File: config.mk
export PLATFORM = sky130hd
export DESIGN_NAME = mppp_ctrl_flat
export DESIGN_NICKNAME = d
export VERILOG_FILES = /design/src/mppp_pkg.sv /design/src/mppp_if.sv /design/src/mppp_ctrl.sv /design/src/flat_wrapper.sv
export SDC_FILE = /design/constraint.sdc
export NUM_CORES = 1
export LEC_CHECK = 0
export ABC_AREA = 1
export BUFFER_PORTS_ARGS = -buffer_cell sky130_fd_sc_hd__buf_2
export CAP_MARGIN = 25
export CORE_MARGIN = 2
export CORE_UTILIZATION = 57
export DETAILED_ROUTE_END_ITERATION = 10
export PLACE_DENSITY = 0.83
export SYNTH_ARGS = -nofsm -noshare
export SYNTH_HDL_FRONTEND = slang
export SYNTH_SLANG_ARGS = --single-unit
File: constraint.sdc
create_clock -name i_clk -period 12.9 [get_ports i_clk]
set_input_delay 1.935 -clock i_clk [delete_from_list [all_inputs] [get_ports i_clk]]
set_output_delay 1.935 -clock i_clk [all_outputs]
set_load 0.005 [all_outputs]
File: src/mppp_pkg.sv
package mppp_pkg;

    localparam int CMD_W    = 2;
    localparam int X_W      = 7;
    localparam int Y_W      = 6;
    localparam int COLOUR_W = 16;
    localparam int INDEX_W  = 10;
    localparam int BYTE_W   = 8;
    localparam int BIT_W    = 3;

    localparam int PWIDTH_W  = 8;
    localparam int PHEIGHT_W = 7;
    localparam int REG_W     = 8;
    localparam int REG_IDX_W = 1;

    localparam logic [PWIDTH_W-1:0]  PWIDTH_RESET  = 8'd128;
    localparam logic [PHEIGHT_W-1:0] PHEIGHT_RESET = 7'd32;

    typedef enum logic [CMD_W-1:0] {
        CMD_CLEAR = 2'd0,
        CMD_PIXEL = 2'd1,
        CMD_READ  = 2'd2
    } t_cmd;

    typedef enum logic [REG_IDX_W-1:0] {
        REG_COLS = 1'b0,
        REG_ROWS = 1'b1
    } t_reg_idx;

    typedef struct packed {
        logic             rd;
        logic             wr;
        logic             wr_zero;
        logic [BIT_W-1:0] bit_sel;
    } t_mem_op;

endpackage

File: src/mppp_if.sv
interface mppp_item_if import mppp_pkg::*; ();
    logic                valid;
    logic                ready;
    logic [CMD_W-1:0]    command;
    logic [X_W-1:0]      pixel_x;
    logic [Y_W-1:0]      pixel_y;
    logic [COLOUR_W-1:0] pixel_colour;
    logic [INDEX_W-1:0]  read_index;

    modport source (output valid, command, pixel_x, pixel_y, pixel_colour, read_index,
                    input ready);
    modport sink   (input valid, command, pixel_x, pixel_y, pixel_colour, read_index,
                    output ready);
endinterface

interface mppp_result_if import mppp_pkg::*; ();
    logic               valid;
    logic               ready;
    logic [BYTE_W-1:0]  page_byte;
    logic [INDEX_W-1:0] byte_index;

    modport source (output valid, page_byte, byte_index, input ready);
    modport sink   (input valid, page_byte, byte_index, output ready);
endinterface


File: src/mppp_ctrl.sv
module mppp_ctrl import mppp_pkg::*; #(
    parameter int MAX_WIDTH  = 128,
    parameter int MAX_HEIGHT = 64,
    parameter int DEPTH      = 1024,
    parameter int AW         = 10
) (
    input  logic                 i_clk,
    input  logic                 i_rst_n,
    input  logic [PWIDTH_W-1:0]  i_cols,
    input  logic [PHEIGHT_W-1:0] i_rows,
    mppp_item_if.sink            i_item,
    mppp_result_if.source        o_result,
    output t_mem_op              o_op,
    output logic [AW-1:0]        o_addr,
    input  logic [BYTE_W-1:0]    i_rdata
);

    typedef enum logic [1:0] {
        S_CLEAR,
        S_IDLE,
        S_MERGE,
        S_READ
    } t_state;

    localparam logic [AW-1:0]          LAST_ADDR = AW'(DEPTH - 1);
    localparam logic [PWIDTH_W:0]      W_CAP     = (PWIDTH_W + 1)'(MAX_WIDTH);
    localparam logic [PHEIGHT_W:0]     H_CAP     = (PHEIGHT_W + 1)'(MAX_HEIGHT);
    localparam int                     IDX_W     = 14;
    localparam logic [IDX_W-1:0]       DEPTH_L   = IDX_W'(DEPTH);

    t_state               r_state;
    logic [AW-1:0]        r_clr_cnt;
    logic [AW-1:0]        r_addr;
    logic [BIT_W-1:0]     r_bit;
    logic [INDEX_W-1:0]   r_ridx;
    logic                 r_ridx_ok;
    logic                 r_out_valid;
    logic [BYTE_W-1:0]    r_page_byte;
    logic [INDEX_W-1:0]   r_byte_index;

    logic                 accept;
    logic [PWIDTH_W:0]    w_eff;
    logic [PHEIGHT_W:0]   h_eff;
    logic                 x_ok;
    logic                 y_ok;
    logic [IDX_W-1:0]     pix_idx;
    logic                 pix_hit;
    logic                 ridx_ok;

    assign accept = i_item.valid && i_item.ready;

    always_comb begin
        w_eff   = ({1'b0, i_cols} > W_CAP) ? W_CAP : {1'b0, i_cols};
        h_eff   = ({1'b0, i_rows} > H_CAP) ? H_CAP : {1'b0, i_rows};
        x_ok    = (PWIDTH_W + 1)'(i_item.pixel_x) < w_eff;
        y_ok    = (PHEIGHT_W + 1)'(i_item.pixel_y) < h_eff;
        pix_idx = IDX_W'(i_item.pixel_y[Y_W-1:BIT_W]) * IDX_W'(w_eff)
                  + IDX_W'(i_item.pixel_x);
        pix_hit = (i_item.pixel_colour != '0) && x_ok && y_ok && (pix_idx < DEPTH_L);
        ridx_ok = IDX_W'(i_item.read_index) < DEPTH_L;
    end

    always_comb begin
        o_op   = '0;
        o_addr = r_addr;
        unique case (r_state)
            S_CLEAR: begin
                o_op.wr      = 1'b1;
                o_op.wr_zero = 1'b1;
                o_addr       = r_clr_cnt;
            end
            S_IDLE: begin
                if (accept) begin
                    unique case (i_item.command)
                        CMD_PIXEL: begin
                            o_op.rd = pix_hit;
                            o_addr  = AW'(pix_idx);
                        end
                        CMD_READ: begin
                            o_op.rd = 1'b1;
                            o_addr  = AW'(i_item.read_index);
                        end
                        default: begin
                        end
                    endcase
                end
            end
            S_MERGE: begin
                o_op.wr      = 1'b1;
                o_op.bit_sel = r_bit;
            end
            S_READ: begin
            end
            default: begin
            end
        endcase
    end

    always_ff @(posedge i_clk) begin
        if (!i_rst_n) begin
            r_state     <= S_CLEAR;
            r_clr_cnt   <= '0;
            r_out_valid <= 1'b0;
        end else begin
            if (o_result.valid && o_result.ready && r_state != S_READ) begin
                r_out_valid <= 1'b0;
            end
            unique case (r_state)
                S_CLEAR: begin
                    if (r_clr_cnt == LAST_ADDR) begin
                        r_clr_cnt <= '0;
                        r_state   <= S_IDLE;
                    end else begin
                        r_clr_cnt <= r_clr_cnt + 1'b1;
                    end
                end
                S_IDLE: begin
                    if (accept) begin
                        unique case (i_item.command)
                            CMD_CLEAR: begin
                                r_state <= S_CLEAR;
                            end
                            CMD_PIXEL: begin
                                if (pix_hit) begin
                                    r_addr  <= AW'(pix_idx);
                                    r_bit   <= i_item.pixel_y[BIT_W-1:0];
                                    r_state <= S_MERGE;
                                end
                            end
                            CMD_READ: begin
                                r_ridx    <= i_item.read_index;
                                r_ridx_ok <= ridx_ok;
                                r_state   <= S_READ;
                            end
                            default: begin
                            end
                        endcase
                    end
                end
                S_MERGE: begin
                    r_state <= S_IDLE;
                end
                S_READ: begin
                    if (!r_out_valid || o_result.ready) begin
                        r_out_valid  <= 1'b1;
                        r_page_byte  <= r_ridx_ok ? i_rdata : '0;
                        r_byte_index <= r_ridx;
                        r_state      <= S_IDLE;
                    end
                end
                default: begin
                    r_state <= S_IDLE;
                end
            endcase
        end
    end

    assign i_item.ready        = (r_state == S_IDLE);
    assign o_result.valid      = r_out_valid;
    assign o_result.page_byte  = r_page_byte;
    assign o_result.byte_index = r_byte_index;

    a_merge_after_pixel: assert property (@(posedge i_clk) disable iff (!i_rst_n)
        (r_state == S_MERGE) |-> $past(accept && i_item.command == CMD_PIXEL))
        else $error("merge without a pixel transfer");

    a_result_from_read: assert property (@(posedge i_clk) disable iff (!i_rst_n)
        $rose(r_out_valid) |-> $past(r_state == S_READ))
        else $error("result raised without a read");

    a_clear_advance: assert property (@(posedge i_clk) disable iff (!i_rst_n)
        (r_state == S_CLEAR && r_clr_cnt != LAST_ADDR)
        |=> (r_state == S_CLEAR && r_clr_cnt == $past(r_clr_cnt) + 1'b1))
        else $error("clear sweep did not advance");

    a_no_rw_overlap: assert property (@(posedge i_clk) disable iff (!i_rst_n)
        !(o_op.rd && o_op.wr))
        else $error("read and write issued together");

endmodule

File: src/flat_wrapper.sv
// flat-port wrapper written by rule: the top's interface ports become plain ports
module mppp_ctrl_flat import mppp_pkg::*;
#(
    parameter int MAX_WIDTH  = 128,
    parameter int MAX_HEIGHT = 64,
    parameter int DEPTH      = 1024,
    parameter int AW         = 10
)
  (i_clk, i_rst_n, i_cols, i_rows, o_op, o_addr, i_rdata, i_item_valid, i_item_command, i_item_pixel_x, i_item_pixel_y, i_item_pixel_colour, i_item_read_index, i_item_ready, o_result_valid, o_result_page_byte, o_result_byte_index, o_result_ready);
  mppp_item_if i_item_i ();
  mppp_result_if o_result_i ();
  input  logic i_clk;
  input  logic i_rst_n;
  input  logic [PWIDTH_W-1:0] i_cols;
  input  logic [PHEIGHT_W-1:0] i_rows;
  output t_mem_op o_op;
  output logic [AW-1:0] o_addr;
  input  logic [BYTE_W-1:0] i_rdata;
  input wire logic [$bits(i_item_i.valid)-1:0] i_item_valid;
  input wire logic [$bits(i_item_i.command)-1:0] i_item_command;
  input wire logic [$bits(i_item_i.pixel_x)-1:0] i_item_pixel_x;
  input wire logic [$bits(i_item_i.pixel_y)-1:0] i_item_pixel_y;
  input wire logic [$bits(i_item_i.pixel_colour)-1:0] i_item_pixel_colour;
  input wire logic [$bits(i_item_i.read_index)-1:0] i_item_read_index;
  output wire logic [$bits(i_item_i.ready)-1:0] i_item_ready;
  output wire logic [$bits(o_result_i.valid)-1:0] o_result_valid;
  output wire logic [$bits(o_result_i.page_byte)-1:0] o_result_page_byte;
  output wire logic [$bits(o_result_i.byte_index)-1:0] o_result_byte_index;
  input wire logic [$bits(o_result_i.ready)-1:0] o_result_ready;
  assign i_item_i.valid = i_item_valid;
  assign i_item_i.command = i_item_command;
  assign i_item_i.pixel_x = i_item_pixel_x;
  assign i_item_i.pixel_y = i_item_pixel_y;
  assign i_item_i.pixel_colour = i_item_pixel_colour;
  assign i_item_i.read_index = i_item_read_index;
  assign i_item_ready = i_item_i.ready;
  assign o_result_valid = o_result_i.valid;
  assign o_result_page_byte = o_result_i.page_byte;
  assign o_result_byte_index = o_result_i.byte_index;
  assign o_result_i.ready = o_result_ready;
  mppp_ctrl #(.MAX_WIDTH(MAX_WIDTH), .MAX_HEIGHT(MAX_HEIGHT), .DEPTH(DEPTH), .AW(AW)) u_core (.i_clk(i_clk), .i_rst_n(i_rst_n), .i_cols(i_cols), .i_rows(i_rows), .i_item(i_item_i), .o_result(o_result_i), .o_op(o_op), .o_addr(o_addr), .i_rdata(i_rdata));
endmodule
==> flow_metrics.py, run 1 <==
metrics = {
    "run_status": {
        "outcome": "finished, final reports clean",
    },
    "sta": {
        "setup-tns-final_ns": 0,
        "fmax_mhz": 138.3,
        "clock_skew_ns": 0.01479,
        "fin_crit_sh_pct": 56.07,
        "max_slew.worst_pin.slew_ns": 0.8912,
        "finalSetupViolCount": 0,
        "min_period_ns": 7.233,
        "hold_viol": 0,
        "finalMaxSlewViolations": 0,
        "slew_headroom_pct": 40.36,
        "rsz0062_at_grt": "no",
    },
    "logic_synthesis": {
        "synth_top_area_cell": "edfxtp_1",
        "avgSynthCellArea_um2": 8.223,
        "syn_inst": 451,
        "synth.cell_area_mm2": 0.003709,
        "synth_cell_types": 33,
        "yosysSeqAreaShare_pct": 40.22,
        "yosys_warnings": 0,
        "ys_ff_latch": 54,
        "synth_fp_nets": 562,
        "synth.top_cell.area_share_pct": 33.20,
        "synthTopCellsByArea": "edfxtp_1, nand2_1, ha_1, inv_1, dfxtp_1",
    },
    "pwr": {
        "p_leak_nw": 2.241,
        "p_per_area_mw_per_mm2": 86.53,
        "peakVddDrop_uv": 60.12,
    },
    "clock_tree": {
        "htree_levels": 2,
        "cts_tree": "yes",
        "clk_latency_ns": 0.32,
        "clk_path_buf_depth": 2,
        "cts_setup_buffers": 0,
        "cts-buffers-inserted": 5,
        "ctsHoldBuffers": 0,
        "clock_sinks": 54,
        "clkTransAtPathRegs_ns": 0.10,
        "ctsResizeCount": 0,
        "cts-root-buf": "clkbuf_8",
    },
    "detailed_routing": {
        "drt_iter0_drc": 200,
        "avgRoutedWirePerCell_um": 13.67,
        "num_vias": 3371,
        "first_pass_iters": 6,
        "drc_errors": 0,
        "ant_nets": 0,
        "wirelength_um": 8694,
        "via_per_inst": 5.300,
    },
    "global_routing": {
        "grt_pass1_wl_um": 14680,
        "grt_max_degree": 19,
        "track_usage_pct": 25.41,
        "grt_pass1_vias": 3263,
        "antenna_found_initial": 1,
        "grt-ovfl-total": 0,
    },
    "worst_setup_path": {
        "critPathMaxFanout": 4,
        "reg2reg_depth": 5,
        "rrSetupSlack_ns": 10.63,
        "critical_path_required_ns": 10.97,
        "start_kind": "input port",
        "crit_path_end_kind": "output pin",
        "rr_startpoint": "u_core.r_state[1]$_SDFFE_PN0P_",
        "crit_type": "input port to output pin",
        "cp.arrival_ns": 5.30,
        "crit_path_start": "i_cols[6]",
        "crit_end": "o_addr[9]",
        "r2r_end": "u_core.r_clr_cnt[7]$_SDFFE_PN0P_",
    },
    "placed_design": {
        "hpwlAfterDp_um": 7160,
        "place_congestion": 0.8991,
        "io_buffers": 103,
        "placed_area_mm2": 0.004317,
    },
    "finish": {
        "post-route-cell-area_mm2": 0.004431,
        "area_growth_pct": 19.47,
        "drive_above_1_share_pct": 22.22,
        "nNetsFinal": 668,
        "final.fill_count": 518,
    },
    "die": {
        "die_x_um": 84.66,
        "die_h_um": 84.66,
        "core_mm2": 0.006314,
        "dieArea_mm2": 0.007167,
        "initial_core_util_pct": 58.74,
        "pin_count": 104,
        "placementRows": 29,
    },
    "hold_path": {
        "min_path_type": "flop to flop",
    },
    "job": {
        "drv_cap": 0,
    },
}
cell usage after synthesis (all sizes together):
library cell / instances
dfxtp: 13
nand3: 19
a22o: 6
xnor2: 3
nor3b: 2
clkbuf: 3
a21oi: 17
a31oi: 4
a221o: 1
a211oi: 3
o31ai: 1
nor2: 65
fa: 12
o211ai: 1
nor3: 6
and3: 1
ha: 31
nand2: 117
nor4: 1
xor2: 7
o21ai: 7
a22oi: 5
buf: 4
o21bai: 1
edfxtp: 41
or2: 1
nand4: 6
inv: 73
critical path: stages:
cell,delay (ns)
buf_2,0.12
nor4_1,0.27
a31oi_1,0.11
inv_1,0.12
nand3_1,0.10
fa_1,0.49
inv_1,0.05
fa_1,0.51
fa_1,0.50
nand3_1,0.11
nand3_1,0.11
nand2_1,0.08
nand2_1,0.07
nand3_1,0.10
nand3_1,0.07
nand2_1,0.06
nand2_1,0.07
o21ai_0,0.19
nand2_1,0.08
nand2_1,0.06
buf_2,0.11
per-layer routing:
| layer | routed length (um) | GRT usage, % | up-vias |
|---|---|---|---|
| li1 | - | - | 1683 |
| met2 | 4316 | 44.74 | 131 |
| met4 | 209 | 8.658 | 0 |
| met3 | 595 | 3.540 | 19 |
| met5 | 0 | 0 | - |
| met1 | 3573 | 32.12 | 1538 |
placed cells by master (no fill, tap or decap), drive strengths merged:
master	n
diode	1
nor2	65
buf	106
nand3	19
o21ai	7
nor4	1
fa	12
nand2	117
and3	1
a31oi	4
a211oi	3
o21bai	1
o31ai	1
o211ai	1
a221o	1
ha	31
clkinv	1
or2	1
nand4	6
xnor2	3
nor3	6
edfxtp	41
inv	74
a22o	6
clkbuf	6
a22oi	5
nor3b	2
a21oi	17
dfxtp	13
xor2	7
sequential cells by signal (all words and copies together), names as in the netlist:
name                        flops
u_core.o_result.byte_index     10
u_core.r_addr                  10
u_core.r_clr_cnt               10
u_core.r_ridx                  10
u_core.o_result.page_byte       8
u_core.r_bit                    3
u_core.r_state                  2
u_core.o_result.valid           1
cells by family after synthesis:
kind of cell | share of synthesized area (%)
simple gates | 24.33
xor+xnor | 2.362
fa+ha+maj | 16.94
flops | 40.22
compound gates | 7.929
buf+inv | 8.232
power breakdown:
group | internal (mW) | switching, mW | total, mW
clock network | 0.0511 | 0.0576 | 0.109
registers | 0.189 | 0.00113 | 0.190
logic | 0.0344 | 0.0499 | 0.0843
worst min path at each step:
stage,endpoint,cells past startpoint,from
6_report,u_core.o_result.byte_index[6]$_DFFE_PP_,0,u_core.r_ridx[6]$_DFFE_PP_
5_1_grt,u_core.o_result.byte_index[6]$_DFFE_PP_,0,u_core.r_ridx[6]$_DFFE_PP_
3_3_place_gp,u_core.o_result.byte_index[2]$_DFFE_PP_,0,u_core.r_ridx[2]$_DFFE_PP_
4_1_cts,u_core.o_result.byte_index[6]$_DFFE_PP_,0,u_core.r_ridx[6]$_DFFE_PP_
2_1_floorplan,u_core.o_result.byte_index[0]$_DFFE_PP_,0,u_core.r_ridx[0]$_DFFE_PP_
3_5_place_dp,u_core.o_result.byte_index[6]$_DFFE_PP_,0,u_core.r_ridx[6]$_DFFE_PP_
metrics by stage:
| stage | instances | setup WS (ns) | power (mW) | utilization (%) | hold slack [ns] |
|---|---|---|---|---|---|
| after floorplan | 451 | 6.199 | 0.2493 | - | 0.4003 |
| after global placement | 627 | 5.820 | 0.2741 | 68.37 | 0.4019 |
| after detailed placement | 627 | 5.679 | 0.2775 | 68.37 | 0.4045 |
| after CTS | 635 | 5.672 | 0.3834 | 70.13 | 0.4282 |
| after global routing | 636 | 5.259 | 0.4046 | 70.17 | 0.4339 |
| final | 636 | 5.667 | 0.3834 | 70.17 | 0.4288 |
final cells by class:
cell class / instances / area (um^2) / share of cell area (%)
clock inverters: 2 / 17.52 / 0.3954
multi-input cells: 317 / 1917 / 43.26
diodes: 1 / 2.502 / 0.05648
inverters: 73 / 274.0 / 6.185
clock buffers: 6 / 93.84 / 2.118
well taps: 77 / 96.34 / 2.175
flip-flops and latches: 54 / 1491 / 33.66
repair buffers: 106 / 538.0 / 12.14
Note: power is estimated with default switching activity, not from simulation.
==> run 2, diff against run 1 <==
Settings changed: CORE_UTILIZATION 57 to 48, PLACE_DENSITY 0.83 to 0.74.
Clock period 12.9 ns to 6 ns, I/O delays scaled along.
==> flow_metrics.py, run 2 (synthesis gave the netlist of run 1 again) <==
metrics = {
    "detailed_routing": {
        "first_pass_iters": 4,
        "drc_errors": 0,
        "drt_iter0_drc": 197,
        "via_per_inst": 5.030,
        "ant_nets": 0,
        "num_vias": 3325,
        "avgRoutedWirePerCell_um": 12.95,
        "wirelength_um": 8563,
    },
    "placed_design": {
        "hpwlAfterDp_um": 7163,
        "io_buffers": 103,
        "place_congestion": 0.8826,
    },
    "finish": {
        "final_cell_mix": "nand2_1, buf_2, inv_1",
        "nNetsFinal": 669,
        "drive_above_1_share_pct": 22.36,
        "antenna_cells": 0,
        "final_common_cell": "nand2_1",
        "area_growth_pct": 19.91,
    },
    "hold_path": {
        "whs_path_depth": 0,
        "whs_endpoint": "u_core.o_result.byte_index[9]$_DFFE_PP_",
        "hold_path_startpoint": "u_core.r_ridx[9]$_DFFE_PP_",
        "min_path_type": "flop to flop",
    },
    "clock_tree": {
        "ctsResizeCount": 0,
        "cts_tree": "yes",
        "htree_levels": 2,
        "clock_sinks": 54,
        "clk_latency_ns": 0.31,
        "cts-buffers-inserted": 5,
        "ctsHoldBuffers": 0,
        "cts_setup_buffers": 0,
        "clk_path_buf_depth": 2,
        "cts-root-buf": "clkbuf_8",
        "clkTransAtPathRegs_ns": 0.10,
    },
    "pwr": {
        "power_uw": 798.7,
        "p_per_area_mw_per_mm2": 179.6,
        "peakVddDrop_uv": 93.81,
        "p_leak_nw": 2.233,
    },
    "sta": {
        "fmax_mhz": 194.4,
        "slew_headroom_pct": 64.26,
        "finalMaxSlewViolations": 0,
        "max_slew.worst_pin.slew_ns": 0.5316,
        "fin_crit_sh_pct": 85.73,
        "rsz0062_at_grt": "no",
        "setup-tns-final_ns": 0,
        "finalSetupViolCount": 0,
        "min_period_ns": 5.144,
        "hold_viol": 0,
        "clock_skew_ns": 0.01132,
    },
    "worst_setup_path": {
        "crit_family": "adder cells",
        "crit_type": "input port to output pin",
        "rrSetupSlack_ns": 4.17,
        "crit_top_cell": "nand2_1",
        "crit_path_start": "i_cols[7]",
        "cpMaxStageDelayCell": "fa_1",
        "rr_startpoint": "u_core.r_clr_cnt[1]$_SDFFE_PN0P_",
        "crit_path_end_kind": "output pin",
        "r2r_end": "u_core.r_state[1]$_SDFFE_PN0P_",
        "reg2reg_depth": 11,
        "critPathMaxFanout": 8,
        "cp.arrival_ns": 4.24,
        "max_stage_delay_ns": 0.51,
        "crit_buf_inv": 6,
        "start_kind": "input port",
        "critical_path_required_ns": 5.10,
        "cp_cell_sequence": "buf_2 > inv_1 > a31oi_1 > inv_1 > nand2_1 > nor2_1 > fa_1 > inv_1 > fa_1 > inv_1 > ha_1 > nand2_1 > nand2_1 > nand2_1 > nand2_1 > a21oi_1 > nor2_1 > nor2_1 > xnor2_1 > nand2_1 > nand2_1 > nand2_1 > nand2_1 > buf_2",
    },
    "global_routing": {
        "grt_pass1_vias": 3282,
        "antenna_found_initial": 0,
        "grt_pass1_wl_um": 14680,
        "track_usage_pct": 21.52,
        "grt-ovfl-total": 0,
        "grt_max_degree": 19,
    },
    "run_status": {
        "outcome": "finished, final reports clean",
    },
    "die": {
        "die_x_um": 91.90,
        "placementRows": 32,
        "initial_core_util_pct": 48.75,
        "die_h_um": 91.90,
        "core_mm2": 0.007607,
        "pin_count": 104,
        "dieArea_mm2": 0.008446,
    },
    "job": {
        "drv_cap": 0,
    },
}
==> run 2: worst max-delay path by stage <==
stage / endpoint / slack [ns] / depth (start not counted)
floorplan: u_core.r_addr[0]$_DFFE_PP_ / 1.21 / 17
global placement: o_addr[9] / 0.95 / 21
detailed placement: o_addr[8] / 0.84 / 24
CTS: o_addr[8] / 0.84 / 24
global route: o_op[5] / 0.54 / 23
finish: o_addr[8] / 0.86 / 24
==> run 2: per-layer routing <==
layer / part of all wire (%) / vias up / GRT usage, %
met3: 5.8 / 12 / 2.794
li1: - / 1676 / -
met2: 50 / 100 / 39.58
met5: 0 / - / 0
met1: 43 / 1537 / 27.14
met4: 1.0 / 0 / 4.229
==> run 2: where the power goes <==
group | switching (mW) | internal (mW)
Clock | 0.125 | 0.0841
Combinational | 0.106 | 0.0743
Sequential | 0.00203 | 0.407
==> run 2: layout make-up <==
class | count | area, um^2
Fill cell | 703 | 3161
Multi-Input combinational cell | 317 | 1917
Sequential cell | 54 | 1491
Timing Repair Buffer | 107 | 545.5
Inverter | 73 | 274.0
Tap cell | 102 | 127.6
Clock buffer | 5 | 68.82
Clock inverter | 3 | 22.52
==> run 2: through the flow <==
stage	util, %	setup WS [ns]	hold slack [ns]	cells	cell area (um^2)
finish	58.45	0.8560	0.4279	661	4447
global route	58.45	0.5390	0.4447	661	4447
CTS	58.45	0.8426	0.4307	661	4447
detailed placement	57.25	0.8422	0.4057	653	4355
global placement	57.25	0.9533	0.4005	653	4355
floorplan	-	1.214	0.4003	451	3709
==> run 3, diff against run 2 <==
Settings changed: CAP_MARGIN 25 to 20, CORE_UTILIZATION 48 to 53, PLACE_DENSITY 0.74 to 0.78.
Clock period 6 ns to 5.3 ns, I/O delays scaled along.
==> flow_metrics.py, run 3 (synthesis gave the netlist of run 1 again) <==
metrics = {
    "run_status": {
        "outcome": "finished, final reports clean",
    },
    "detailed_routing": {
        "drc_errors": 0,
        "wirelength_um": 8367,
        "num_vias": 3400,
        "via_per_inst": 5.199,
        "avgRoutedWirePerCell_um": 12.79,
        "first_pass_iters": 5,
        "drt_iter0_drc": 233,
        "ant_nets": 0,
    },
    "global_routing": {
        "grt-ovfl-total": 0,
        "grt_pass1_wl_um": 13830,
        "track_usage_pct": 22.56,
        "antenna_found_initial": 0,
        "grt_max_degree": 18,
        "grt_pass1_vias": 3265,
    },
    "worst_setup_path": {
        "crit_path_end_kind": "output pin",
        "cp.arrival_ns": 4.20,
        "reg2reg_depth": 5,
        "rrSetupSlack_ns": 3.13,
        "critical_path_required_ns": 4.51,
        "start_kind": "input port",
        "r2r_end": "u_core.r_clr_cnt[7]$_SDFFE_PN0P_",
        "rr_startpoint": "u_core.r_state[1]$_SDFFE_PN0P_",
        "critPathMaxFanout": 8,
        "crit_type": "input port to output pin",
    },
    "pwr": {
        "power.internal_uw": 638.2,
        "p_leak_nw": 2.226,
        "peakVddDrop_uv": 96.30,
        "switching_share_pct": 28.23,
        "p_sw_uw": 251.0,
        "pwr-share-comb_pct": 23.1,
        "p_per_area_mw_per_mm2": 200.7,
        "seqPwrFrac_pct": 52.1,
        "clockPowerShare_pct": 24.9,
    },
    "placed_design": {
        "place_congestion": 0.9145,
        "placed_area_mm2": 0.004340,
        "io_buffers": 103,
        "hpwlAfterDp_um": 6978,
    },
    "clock_tree": {
        "htree_levels": 2,
        "cts_tree": "yes",
        "ctsHoldBuffers": 0,
        "clk_path_buf_depth": 2,
        "cts_setup_buffers": 0,
        "cts-root-buf": "clkbuf_8",
        "clock_sinks": 54,
        "cts-buffers-inserted": 5,
        "clk_latency_ns": 0.30,
        "clkTransAtPathRegs_ns": 0.09,
    },
    "hold_path": {
        "whs_endpoint": "u_core.o_result.byte_index[5]$_DFFE_PP_",
        "hold_path_startpoint": "u_core.r_ridx[5]$_DFFE_PP_",
        "whs_path_depth": 0,
        "min_path_type": "flop to flop",
    },
    "finish": {
        "area_growth_pct": 19.47,
        "final_cell_mix": "nand2_1, buf_2, inv_1",
        "drive_above_1_share_pct": 22.22,
        "final_common_cell": "nand2_1",
        "final.fill_count": 584,
        "post-route-cell-area_mm2": 0.004431,
        "nNetsFinal": 668,
        "antenna_cells": 0,
    },
    "job": {
        "drv_cap": 0,
    },
    "die": {
        "placementRows": 30,
        "initial_core_util_pct": 54.59,
        "core_mm2": 0.006794,
        "die_h_um": 87.65,
        "die_x_um": 87.65,
        "pin_count": 104,
        "dieArea_mm2": 0.007683,
    },
    "sta": {
        "finalSetupViolCount": 0,
        "fmax_mhz": 200.3,
        "max_slew.worst_pin.slew_ns": 0.8012,
        "rsz0062_at_grt": "no",
        "min_period_ns": 4.994,
        "finalMaxSlewViolations": 0,
        "hold_viol": 0,
        "slew_headroom_pct": 46.39,
        "fin_crit_sh_pct": 94.22,
        "clock_skew_ns": 0.008534,
        "setup-tns-final_ns": 0,
    },
}
## run 3: worst max-delay path by stage
stage | endpoint | start | cells after the start | slack (ns)
global route | o_addr[9] | i_cols[6] | 21 | 0.02
detailed placement | o_addr[8] | i_cols[7] | 24 | 0.34
finish | o_op[5] | i_cols[7] | 20 | 0.31
global placement | o_addr[9] | i_cols[6] | 21 | 0.48
CTS | o_addr[8] | i_cols[7] | 24 | 0.33
floorplan | u_core.r_addr[0]$_DFFE_PP_ | i_cols[6] | 17 | 0.62
## run 3: timing repair
action | 4_1_cts | 5_1_grt
gates resized for setup | 0 | 1
hold endpoints to repair | 0 | 0
setup endpoints to repair | 0 | 1
## run 3: power groups by stage
stage	sequential (mW)	combinational, mW	clock (mW)
after floorplan	0.472	0.135	0
after detailed placement	0.473	0.203	0
after global routing	0.463	0.237	0.240
final	0.463	0.205	0.221
after CTS	0.463	0.204	0.227
after global placement	0.473	0.197	0
## run 3: area by class of cell
type                    instances  area, um^2  area share [%]
clock buffers                   6       72.57           1.638
clock inverters                 2       13.76          0.3106
inverters                      73       274.0           6.185
multi-input cells             317        1921           43.35
flip-flops and latches         54        1491           33.66
well taps                      96       120.1           2.711
repair buffers                106       538.0           12.14
## run 3: routing by layer
metal,vias to the layer above,track usage (%),part of all wire (%)
met5,-,0,0
met4,0,8.392,2.3
met3,22,3.205,7.3
met2,156,39.74,49
met1,1547,28.12,41
li1,1675,-,-
## run 3: stage by stage
step / worst slack [ns] / hold slack [ns] / util, % / power [mW] / cells
5_1_grt: 0.01900 / 0.4320 / 65.21 / 0.9398 / 654
4_1_cts: 0.3270 / 0.4256 / 65.16 / 0.8946 / 654
6_report: 0.3064 / 0.4252 / 65.21 / 0.8893 / 654
3_3_place_gp: 0.4801 / 0.4003 / 63.78 / 0.6696 / 645
2_1_floorplan: 0.6188 / 0.4003 / - / 0.6069 / 451
3_5_place_dp: 0.3399 / 0.4045 / 63.89 / 0.6756 / 646
## run 3: worst max-delay path: stages
cell and delay, ns:
buf_2 0.13, inv_1 0.13, a31oi_1 0.16, inv_1 0.09, nand2_1 0.12, nor2_1 0.08, fa_1 0.54, inv_1 0.05
fa_1 0.50, inv_1 0.05, ha_1 0.36, nand2_1 0.09, nor2_1 0.19, nand3_1 0.14, nand4_1 0.12, nand3_1 0.14
nor2_1 0.12, nand2_1 0.07, a21oi_1 0.17, buf_2 0.14
